===== src/design/pee_pkg.sv =====
`timescale 1ns / 1ps
// ----------------------------------------------------------------------------
// pee_pkg
// Shared types and constants of the postfix expression evaluator.
// ----------------------------------------------------------------------------
package pee_pkg;

   localparam int WORD_BITS = 32;
   localparam int ADD_W     = WORD_BITS + 2;
   localparam int STEP_W    = $clog2(WORD_BITS);
   localparam int STATUS_W  = 3;
   localparam int TOKEN_W   = 8;

   // Character codes.
   localparam logic [TOKEN_W-1:0] TOK_PLUS  = 8'h2B;
   localparam logic [TOKEN_W-1:0] TOK_MINUS = 8'h2D;
   localparam logic [TOKEN_W-1:0] TOK_STAR  = 8'h2A;
   localparam logic [TOKEN_W-1:0] TOK_SLASH = 8'h2F;
   localparam logic [TOKEN_W-1:0] TOK_CARET = 8'h5E;
   localparam logic [TOKEN_W-1:0] ZERO_CODE = 8'h30;

   // Status codes.
   localparam logic [STATUS_W-1:0] STATUS_OK          = 3'd0;
   localparam logic [STATUS_W-1:0] STATUS_UNDERFLOW   = 3'd1;
   localparam logic [STATUS_W-1:0] STATUS_DIVZERO     = 3'd2;
   localparam logic [STATUS_W-1:0] STATUS_OVERFLOW    = 3'd3;
   localparam logic [STATUS_W-1:0] STATUS_UNSUPPORTED = 3'd4;
   localparam logic [STATUS_W-1:0] STATUS_EMPTY       = 3'd5;

   typedef enum logic [1:0] {
      ALU_ADD = 2'd0,
      ALU_SUB = 2'd1,
      ALU_MUL = 2'd2,
      ALU_DIV = 2'd3
   } alu_op_type;

   typedef struct packed {
      logic                 start;
      alu_op_type           op;
      logic [WORD_BITS-1:0] lhs;
      logic [WORD_BITS-1:0] rhs;
   } alu_req_type;

   typedef struct packed {
      logic                 done;
      logic [WORD_BITS-1:0] result;
   } alu_rsp_type;

endpackage


===== src/design/pee_channels.sv =====
`timescale 1ns / 1ps
// ----------------------------------------------------------------------------
// pee_channels
// Valid/ready channel interfaces for characters in and results out.
// ----------------------------------------------------------------------------
interface pee_req_if;
   import pee_pkg::*;

   logic               valid;
   logic               ready;
   logic [TOKEN_W-1:0] token;
   logic               last;

   modport source (output valid, output token, output last, input ready);
   modport sink (input valid, input token, input last, output ready);
endinterface

interface pee_rsp_if;
   import pee_pkg::*;

   logic                        valid;
   logic                        ready;
   logic signed [WORD_BITS-1:0] result_value;
   logic [STATUS_W-1:0]         status;

   modport source (output valid, output result_value, output status, input ready);
   modport sink (input valid, input result_value, input status, output ready);
endinterface


===== src/design/pee_alu.sv =====
`timescale 1ns / 1ps
// ----------------------------------------------------------------------------
// pee_alu
// Iterative arithmetic unit built around one shared adder: add and subtract
// in one step, shift-add multiply and restoring divide one bit per step.
// ----------------------------------------------------------------------------
module pee_alu (
   input  logic                 clock,
   input  logic                 reset,
   input  pee_pkg::alu_req_type alu_req,
   output pee_pkg::alu_rsp_type alu_rsp
);
   import pee_pkg::*;

   typedef enum logic [4:0] {
      PH_IDLE  = 5'b00001,
      PH_NEG_L = 5'b00010,
      PH_NEG_R = 5'b00100,
      PH_LOOP  = 5'b01000,
      PH_NEG_Q = 5'b10000
   } phase_type;

   phase_type            phase_ff, phase_in;
   alu_op_type           op_ff, op_in;
   logic [WORD_BITS-1:0] a_ff, a_in;
   logic [WORD_BITS-1:0] b_ff, b_in;
   logic [WORD_BITS-1:0] acc_ff, acc_in;
   logic [STEP_W-1:0]    step_ff, step_in;
   logic                 neg_ff, neg_in;
   logic                 done_ff, done_in;

   logic [ADD_W-1:0]     add_x;
   logic [ADD_W-1:0]     add_y;
   logic                 add_c;
   logic [ADD_W-1:0]     sum;
   logic                 fits;
   logic                 step_last;

   // Shared adder operand selection.
   always_comb begin
      add_x = '0;
      add_y = '0;
      add_c = 1'b0;
      unique case (phase_ff)
         PH_NEG_L, PH_NEG_Q: begin
            add_y = ~{2'b00, a_ff};
            add_c = 1'b1;
         end
         PH_NEG_R: begin
            add_y = ~{2'b00, b_ff};
            add_c = 1'b1;
         end
         PH_LOOP: begin
            unique case (op_ff)
               ALU_ADD: begin
                  add_x = {2'b00, a_ff};
                  add_y = {2'b00, b_ff};
               end
               ALU_SUB: begin
                  add_x = {2'b00, a_ff};
                  add_y = ~{2'b00, b_ff};
                  add_c = 1'b1;
               end
               ALU_MUL: begin
                  add_x = {2'b00, acc_ff};
                  add_y = b_ff[0] ? {2'b00, a_ff} : '0;
               end
               ALU_DIV: begin
                  // Partial remainder shifted left with the next dividend bit.
                  add_x = {1'b0, acc_ff, a_ff[WORD_BITS-1]};
                  add_y = ~{2'b00, b_ff};
                  add_c = 1'b1;
               end
               default: ;
            endcase
         end
         default: ;
      endcase
      sum = add_x + add_y + ADD_W'(add_c);
   end

   assign fits      = ~sum[ADD_W-1];
   assign step_last = (step_ff == STEP_W'(WORD_BITS - 1));

   always_comb begin
      phase_in = phase_ff;
      op_in    = op_ff;
      a_in     = a_ff;
      b_in     = b_ff;
      acc_in   = acc_ff;
      step_in  = step_ff;
      neg_in   = neg_ff;
      done_in  = 1'b0;
      unique case (phase_ff)
         PH_IDLE: begin
            if (alu_req.start) begin
               op_in    = alu_req.op;
               a_in     = alu_req.lhs;
               b_in     = alu_req.rhs;
               acc_in   = '0;
               step_in  = '0;
               neg_in   = alu_req.lhs[WORD_BITS-1] ^ alu_req.rhs[WORD_BITS-1];
               phase_in = (alu_req.op == ALU_DIV) ? PH_NEG_L : PH_LOOP;
            end
         end
         PH_NEG_L: begin
            if (a_ff[WORD_BITS-1]) begin
               a_in = sum[WORD_BITS-1:0];
            end
            phase_in = PH_NEG_R;
         end
         PH_NEG_R: begin
            if (b_ff[WORD_BITS-1]) begin
               b_in = sum[WORD_BITS-1:0];
            end
            phase_in = PH_LOOP;
         end
         PH_LOOP: begin
            unique case (op_ff)
               ALU_ADD, ALU_SUB: begin
                  acc_in   = sum[WORD_BITS-1:0];
                  done_in  = 1'b1;
                  phase_in = PH_IDLE;
               end
               ALU_MUL: begin
                  acc_in  = sum[WORD_BITS-1:0];
                  a_in    = {a_ff[WORD_BITS-2:0], 1'b0};
                  b_in    = {1'b0, b_ff[WORD_BITS-1:1]};
                  step_in = step_ff + STEP_W'(1);
                  if (step_last) begin
                     done_in  = 1'b1;
                     phase_in = PH_IDLE;
                  end
               end
               ALU_DIV: begin
                  acc_in  = fits ? sum[WORD_BITS-1:0] : add_x[WORD_BITS-1:0];
                  a_in    = {a_ff[WORD_BITS-2:0], fits};
                  step_in = step_ff + STEP_W'(1);
                  if (step_last) begin
                     phase_in = PH_NEG_Q;
                  end
               end
               default: ;
            endcase
         end
         PH_NEG_Q: begin
            acc_in   = neg_ff ? sum[WORD_BITS-1:0] : a_ff;
            done_in  = 1'b1;
            phase_in = PH_IDLE;
         end
         default: phase_in = PH_IDLE;
      endcase
   end

   always_ff @(posedge clock) begin
      if (reset) begin
         phase_ff <= PH_IDLE;
         done_ff  <= 1'b0;
      end else begin
         phase_ff <= phase_in;
         done_ff  <= done_in;
      end
   end

   always_ff @(posedge clock) begin
      op_ff   <= op_in;
      a_ff    <= a_in;
      b_ff    <= b_in;
      acc_ff  <= acc_in;
      step_ff <= step_in;
      neg_ff  <= neg_in;
   end

   assign alu_rsp.done   = done_ff;
   assign alu_rsp.result = acc_ff;

endmodule


===== src/design/postfix_expression_evaluator_unit.sv =====
// The final character also passes through a final state, which delivers the result.
// Throughput: one character at a time; the shared adder in the arithmetic
// unit, one bit per cycle for * and /, sets the long cases.
// Reset: synchronous; empties the stack, clears the error and drops any result.
`timescale 1ns / 1ps
// ----------------------------------------------------------------------------
// postfix_expression_evaluator_unit
// Evaluates a postfix expression streamed one character per transfer and
// returns the top of the operand stack with a status on the final character.
// ----------------------------------------------------------------------------
module postfix_expression_evaluator_unit #(
   parameter int STACK_DEPTH = 32
) (
   input logic     clock,
   input logic     reset,
   pee_req_if.sink   req_ch,
   pee_rsp_if.source rsp_ch
);
   import pee_pkg::*;

   localparam int CNT_W  = $clog2(STACK_DEPTH + 1);
   localparam int ADDR_W = $clog2(STACK_DEPTH);

   typedef enum logic [6:0] {
      S_IDLE   = 7'b0000001,
      S_DECODE = 7'b0000010,
      S_RD_LHS = 7'b0000100,
      S_EXEC   = 7'b0001000,
      S_ALU    = 7'b0010000,
      S_FINISH = 7'b0100000,
      S_FINAL  = 7'b1000000
   } state_type;

   state_type            state_ff, state_in;
   logic [CNT_W-1:0]     count_ff, count_in;
   logic [STATUS_W-1:0]  err_ff, err_in;
   logic [TOKEN_W-1:0]   tok_ff, tok_in;
   logic                 last_ff, last_in;
   logic [WORD_BITS-1:0] rhs_ff, rhs_in;
   logic                 rsp_valid_ff, rsp_valid_in;
   logic [WORD_BITS-1:0] rsp_value_ff, rsp_value_in;
   logic [STATUS_W-1:0]  rsp_status_ff, rsp_status_in;

   logic [WORD_BITS-1:0] stack_mem [STACK_DEPTH];
   logic [WORD_BITS-1:0] rd_data_ff;
   logic [ADDR_W-1:0]    rd_addr;
   logic                 wr_en;
   logic [ADDR_W-1:0]    wr_addr;
   logic [WORD_BITS-1:0] wr_data;

   logic [CNT_W-1:0]     cnt_m1;
   logic [CNT_W-1:0]     cnt_m2;
   logic                 is_op;
   logic                 stack_full;
   logic                 req_fire;
   alu_op_type           dec_op;
   alu_req_type          alu_req;
   alu_rsp_type          alu_rsp;

   pee_alu u_alu (
      .clock   (clock),
      .reset   (reset),
      .alu_req (alu_req),
      .alu_rsp (alu_rsp)
   );

   assign cnt_m1     = count_ff - CNT_W'(1);
   assign cnt_m2     = count_ff - CNT_W'(2);
   assign stack_full = (count_ff == CNT_W'(STACK_DEPTH));
   assign is_op      = (tok_ff == TOK_PLUS) || (tok_ff == TOK_MINUS) ||
                       (tok_ff == TOK_STAR) || (tok_ff == TOK_SLASH);
   assign req_fire   = req_ch.valid && req_ch.ready;

   always_comb begin
      priority if (tok_ff == TOK_PLUS) begin
         dec_op = ALU_ADD;
      end else if (tok_ff == TOK_MINUS) begin
         dec_op = ALU_SUB;
      end else if (tok_ff == TOK_STAR) begin
         dec_op = ALU_MUL;
      end else begin
         dec_op = ALU_DIV;
      end
   end

   always_comb begin
      state_in      = state_ff;
      count_in      = count_ff;
      err_in        = err_ff;
      tok_in        = tok_ff;
      last_in       = last_ff;
      rhs_in        = rhs_ff;
      rsp_valid_in  = rsp_valid_ff && !rsp_ch.ready;
      rsp_value_in  = rsp_value_ff;
      rsp_status_in = rsp_status_ff;
      rd_addr       = cnt_m1[ADDR_W-1:0];
      wr_en         = 1'b0;
      wr_addr       = count_ff[ADDR_W-1:0];
      wr_data       = '0;
      alu_req.start = 1'b0;
      alu_req.op    = dec_op;
      alu_req.lhs   = rd_data_ff;
      alu_req.rhs   = rhs_ff;

      unique case (state_ff)
         S_IDLE: begin
            if (req_fire) begin
               tok_in   = req_ch.token;
               last_in  = req_ch.last;
               state_in = S_DECODE;
            end
         end
         S_DECODE: begin
            // Once an error is latched, the rest of the expression is ignored.
            priority if (err_ff != STATUS_OK) begin
               state_in = S_FINISH;
            end else if (is_op) begin
               if (count_ff < CNT_W'(2)) begin
                  err_in   = STATUS_UNDERFLOW;
                  state_in = S_FINISH;
               end else begin
                  state_in = S_RD_LHS;
               end
            end else if (tok_ff == TOK_CARET) begin
               err_in   = STATUS_UNSUPPORTED;
               state_in = S_FINISH;
            end else if (stack_full) begin
               err_in   = STATUS_OVERFLOW;
               state_in = S_FINISH;
            end else begin
               wr_en    = 1'b1;
               wr_data  = WORD_BITS'(tok_ff) - WORD_BITS'(ZERO_CODE);
               count_in = count_ff + CNT_W'(1);
               state_in = S_FINISH;
            end
         end
         S_RD_LHS: begin
            rhs_in   = rd_data_ff;
            rd_addr  = cnt_m2[ADDR_W-1:0];
            state_in = S_EXEC;
         end
         S_EXEC: begin
            if ((dec_op == ALU_DIV) && (rhs_ff == '0)) begin
               err_in   = STATUS_DIVZERO;
               state_in = S_FINISH;
            end else begin
               alu_req.start = 1'b1;
               state_in      = S_ALU;
            end
         end
         S_ALU: begin
            if (alu_rsp.done) begin
               wr_en    = 1'b1;
               wr_addr  = cnt_m2[ADDR_W-1:0];
               wr_data  = alu_rsp.result;
               count_in = cnt_m1;
               state_in = S_FINISH;
            end
         end
         S_FINISH: begin
            state_in = last_ff ? S_FINAL : S_IDLE;
         end
         S_FINAL: begin
            // The top entry was read in the previous cycle and is still held.
            if (!rsp_valid_ff || rsp_ch.ready) begin
               rsp_valid_in = 1'b1;
               priority if (err_ff != STATUS_OK) begin
                  rsp_value_in  = '0;
                  rsp_status_in = err_ff;
               end else if (count_ff == '0) begin
                  rsp_value_in  = '0;
                  rsp_status_in = STATUS_EMPTY;
               end else begin
                  rsp_value_in  = rd_data_ff;
                  rsp_status_in = STATUS_OK;
               end
               count_in = '0;
               err_in   = STATUS_OK;
               state_in = S_IDLE;
            end
         end
         default: state_in = S_IDLE;
      endcase
   end

   always_ff @(posedge clock) begin
      if (reset) begin
         state_ff     <= S_IDLE;
         count_ff     <= '0;
         err_ff       <= STATUS_OK;
         rsp_valid_ff <= 1'b0;
      end else begin
         state_ff     <= state_in;
         count_ff     <= count_in;
         err_ff       <= err_in;
         rsp_valid_ff <= rsp_valid_in;
      end
   end

   always_ff @(posedge clock) begin
      tok_ff        <= tok_in;
      last_ff       <= last_in;
      rhs_ff        <= rhs_in;
      rsp_value_ff  <= rsp_value_in;
      rsp_status_ff <= rsp_status_in;
   end

   always_ff @(posedge clock) begin
      if (wr_en) begin
         stack_mem[wr_addr] <= wr_data;
      end
      rd_data_ff <= stack_mem[rd_addr];
   end

   assign req_ch.ready        = (state_ff == S_IDLE) && !reset;
   assign rsp_ch.valid        = rsp_valid_ff;
   assign rsp_ch.result_value = rsp_value_ff;
   assign rsp_ch.status       = rsp_status_ff;

endmodule


===== src/flat_wrapper.sv =====
// flat-port wrapper written by rule: the top's interface ports become plain ports
module postfix_expression_evaluator_unit_flat import pee_pkg::*;
#(
   parameter int STACK_DEPTH = 32
)
  (clock, reset, req_ch_valid, req_ch_token, req_ch_last, req_ch_ready, rsp_ch_valid, rsp_ch_result_value, rsp_ch_status, rsp_ch_ready);
  pee_req_if req_ch_i ();
  pee_rsp_if rsp_ch_i ();
  input logic clock;
  input logic reset;
  input wire logic [$bits(req_ch_i.valid)-1:0] req_ch_valid;
  input wire logic [$bits(req_ch_i.token)-1:0] req_ch_token;
  input wire logic [$bits(req_ch_i.last)-1:0] req_ch_last;
  output wire logic [$bits(req_ch_i.ready)-1:0] req_ch_ready;
  output wire logic [$bits(rsp_ch_i.valid)-1:0] rsp_ch_valid;
  output wire logic [$bits(rsp_ch_i.result_value)-1:0] rsp_ch_result_value;
  output wire logic [$bits(rsp_ch_i.status)-1:0] rsp_ch_status;
  input wire logic [$bits(rsp_ch_i.ready)-1:0] rsp_ch_ready;
  assign req_ch_i.valid = req_ch_valid;
  assign req_ch_i.token = req_ch_token;
  assign req_ch_i.last = req_ch_last;
  assign req_ch_ready = req_ch_i.ready;
  assign rsp_ch_valid = rsp_ch_i.valid;
  assign rsp_ch_result_value = rsp_ch_i.result_value;
  assign rsp_ch_status = rsp_ch_i.status;
  assign rsp_ch_i.ready = rsp_ch_ready;
  postfix_expression_evaluator_unit #(.STACK_DEPTH(STACK_DEPTH)) u_core (.clock(clock), .reset(reset), .req_ch(req_ch_i), .rsp_ch(rsp_ch_i));
endmodule

===== config.mk =====
export PLATFORM = sky130hd
export DESIGN_NAME = postfix_expression_evaluator_unit_flat
export DESIGN_NICKNAME = d
export VERILOG_FILES = /design/src/design/pee_pkg.sv /design/src/design/pee_channels.sv /design/src/design/pee_alu.sv /design/src/design/postfix_expression_evaluator_unit.sv /design/src/flat_wrapper.sv
export SDC_FILE = /design/constraint.sdc
export NUM_CORES = 2
export LEC_CHECK = 0
export BUFFER_PORTS_ARGS = -buffer_cell sky130_fd_sc_hd__buf_4
export CORE_MARGIN = 1
export CORE_UTILIZATION = 55
export DETAILED_ROUTE_END_ITERATION = 7
export GPL_TIMING_DRIVEN = 0
export PLACE_DENSITY = 0.71
export SLEW_MARGIN = 20
export SYNTH_ARGS = -nofsm -noshare
export SYNTH_HDL_FRONTEND = slang
export SYNTH_SLANG_ARGS = --single-unit

===== constraint.sdc =====
create_clock -name clock -period 11.3 [get_ports clock]
set_input_delay 2.26 -clock clock [delete_from_list [all_inputs] [get_ports clock]]
set_output_delay 2.26 -clock clock [all_outputs]
set_load 0.01 [all_outputs]

==> out/results.ini <==
[run_status]
status=finished, final reports clean

[clock_tree]
clk-insertion-delay-late_ns=0.74
clkTransAtPathRegs_ns=0.07
cts_buffers=121
cts_sinks=1259
htree_levels=3
postCtsResizedCells=0
ctsHoldBuffers=0
clk_path_buf_depth=3
tritoncts=yes
cts_root_buf=clkbuf_16
cts_setup_buffers=0

[critical_path]
crit_family=compound AO/OA/AOI/OAI gates
worst-setup-path-type=reg2reg
cpPeakStageDelay_ns=0.59
worst_ep_arrival_time_ns=6.33
path_buf_inv=3
cp_max_fo=10
worstPathCellList=or3_1 -> nor3b_1 -> buf_2 -> a21oi_2 -> clkbuf_1 -> o22ai_1 -> a31oi_1 -> fa_1 -> inv_1 -> fa_1 -> a21o_1 -> a22oi_1 -> a21oi_2 -> o21ai_0 -> nand2_1 -> a21oi_1 -> xor2_1 -> o21ba_2 -> a221o_1
required_ns=11.73
worst_setup_path_start_kind=flop
endpoint_kind=flop
crit_slowest_cell=clkbuf_1

[timing]
tightest_slew_ns=1.216
drv_slew=0
maxSlewHeadroom_pct=18.94
worst_hold_slack_ns=0.4703
period_share_pct=52.20
rsz0062_at_grt=false
setup_violations=0
timing.fmax_ghz=0.1695
hold_viol_final=0
clock_skew_ns=0.07702
period_needed_ns=5.899
tns_ns=0

[layout]
finalNonFillerCells=5938
final_common_cell=edfxtp_1
area_delta_synth_final_pct=14.16
postLayoutCoreUtil_pct=63.85
design_area_sq_um=61030
nNetsFinal=4629
final_cell_mix=1,204 x edfxtp_1, 1,043 x nand2_1, 398 x nand3_1, 206 x clkbuf_1, 157 x nor2_1
layout-drive-gt1-share_pct=9.702
multi_input_area_sq_um=15290
seq_area_sq_um=37260
fillers=7104

[synthesis]
ys_ff_latch=1259
synth-edff-count=1204
netlist_area_sq_um=53460
syn-mean-instance-area_sq_um=12.31
ys_types=83
async_reset_ff_share_pct=0
synthCells=4343
seq_area_frac_synth_pct=69.69
synth_top_area_share_pct=67.63
ys.flop_type=edfxtp_1
yosysWarnings=0
synthTopCellsByArea=edfxtp_1 68%, nand2_1 7.5%, nand3_1 3.7%, dfxtp_1 2.1%, mux2i_1 1.9%
yosys.area.top_type=edfxtp_1
synth_fp_nets=4401

[job]
maxCapViolations=0

[power_and_ir_drop]
p_sw_share_pct=21.20
vdd_drop_max_uv=149.6
p_per_area_nw_per_um2=153.6
pwr-share-seq_pct=54.3
internal-power_uw=7389
pwr-share-comb_pct=3.0
p_clk_share_pct=42.7
p_sw_uw=1988
power.leakage_uw=0.02118

[placed_design]
gp_congestion=0.9744
port_buffers=49
placed_cells=5713
dp_hpwl_um=114900
placed_cell_area_sq_um=57110

[detailed_routing]
drt_wl_total_um=164300
via_per_inst=6.407
wire_per_inst_um=27.67
drt-initial-drc-count=5155
vias=38050
drc=0
final_antenna_net_count=0
first_pass_iters=6

[floorplanning]
fp.dieW_um=313.8
die_h_um=313.8
start_util_pct=55.93
coreArea_sq_um=95580
ios=50
die_area_sq_um=98450
row_count=113

[global_route]
grt_pass1_wl_um=236700
grt_max_degree=33
grt.overflow.total=0
grt.total_usage_pct=33.15
antenna_found_initial=10
grt_pass1_vias=35660

[worst_hold_path]
min_path_type=reg2reg

-- per-stage QoR --
stage               power (uW)  worst slack (ns)
floorplan                 5334             6.571
global placement          5456             5.295
detailed placement        5464             5.656
CTS                       9375             5.629
global route              9566             5.175
finish                    9377             5.401
-- worst paths after layout --
| check | startpoint | to | slack (ns) | cells after the start |
|---|---|---|---|---|
| max | u_core.u_alu.phase_ff[4] | u_core.u_alu.acc_ff[24] | 5.40 | 19 |
| min | u_core.rd_data_ff[4] | u_core.rhs_ff[4] | 0.47 | 0 |
| max reg2reg | u_core.u_alu.phase_ff[4] | u_core.u_alu.acc_ff[24] | 5.40 | 19 |
| min reg2reg | u_core.rd_data_ff[4] | u_core.rhs_ff[4] | 0.47 | 0 |
-- synth_stat cells (4+ instances only) --
cell,count
a211oi_1,44
a21boi_0,5
a21o_1,12
a21oi_1,102
a22o_1,12
a22oi_1,66
a311oi_1,5
a31oi_1,6
a32oi_1,65
and2_1,42
and3_1,7
buf_1,29
buf_2,63
buf_4,6
clkbuf_1,184
dfxtp_1,55
edfxtp_1,1204
ha_1,43
inv_1,22
mux2i_1,101
nand2_1,1066
nand2b_1,16
nand3_1,398
nand3b_1,10
nand4_1,138
nor2_1,189
nor2b_1,5
nor3_1,25
nor4_1,13
nor4b_1,5
o211ai_1,67
o21a_1,40
o21ai_0,141
o21ai_1,12
o21bai_1,11
o22ai_1,5
o31ai_1,4
or2_2,6
or3_1,8
xnor2_1,26
xor2_1,26
-- cell type report --
type                       instances  share of cell area (%)
tap                             1265                   2.594
buffer                           285                   1.942
sequential                      1259                   61.05
antenna                            4                 0.01640
inverter                          22                  0.1353
timing repair buffer             105                   2.811
multi-input combinational       2777                   25.06
clock buffer                     151                   5.265
clock inverter                    70                   1.130
-- power by group through the flow --
stage               clock, uW  combinational (uW)  sequential (uW)
finish                   4000                 282             5090
global route             4180                 296             5090
floorplan                   0                 158             5180
global placement            0                 264             5190
CTS                      4010                 274             5090
detailed placement          0                 272             5190
-- kinds of logic (layout without fill, tap and decap cells) --
group                      after synthesis  in the layout  share of synthesized area (%)
AOI/OAI and AO/OA                      627            627                          7.925
xor gates and xnor gates                52             52                         0.8519
adders and majority gates               45             45                          1.081
buffers and inverters                  307            633                          2.364
DFF                                   1259           1259                          69.69
muxes                                  102            102                          1.912
other                                    0              4                              0
and+or+nand+nor                       1951           1951                          16.18
-- routing by layer --
metal  GRT usage, %  wire, um  vias up
li1               -         -    16560
met1          43.53     60770    18640
met2          51.16     74620     2383
met3          7.270     18100      457
met4          19.31     10790        6
met5              0        35        -
-- registers in the layout, summed over array words and instances, names as in the netlist, 2 cells and up --
signal,flops
u_core.u_alu.op_ff,2
u_core.u_alu.acc_ff,32
u_core.state_ff,7
u_core.tok_ff,8
u_core.count_ff,6
u_core.err_ff,3
u_core.u_alu.phase_ff,5
u_core.rd_data_ff,32
u_core.u_alu.step_ff,5
u_core.rhs_ff,32
u_core.stack_mem,1024
u_core.rsp_ch.result_value,32
u_core.u_alu.b_ff,32
u_core.u_alu.a_ff,32
u_core.rsp_ch.status,3
No activity file was read; power rests on OpenSTA's default activity.
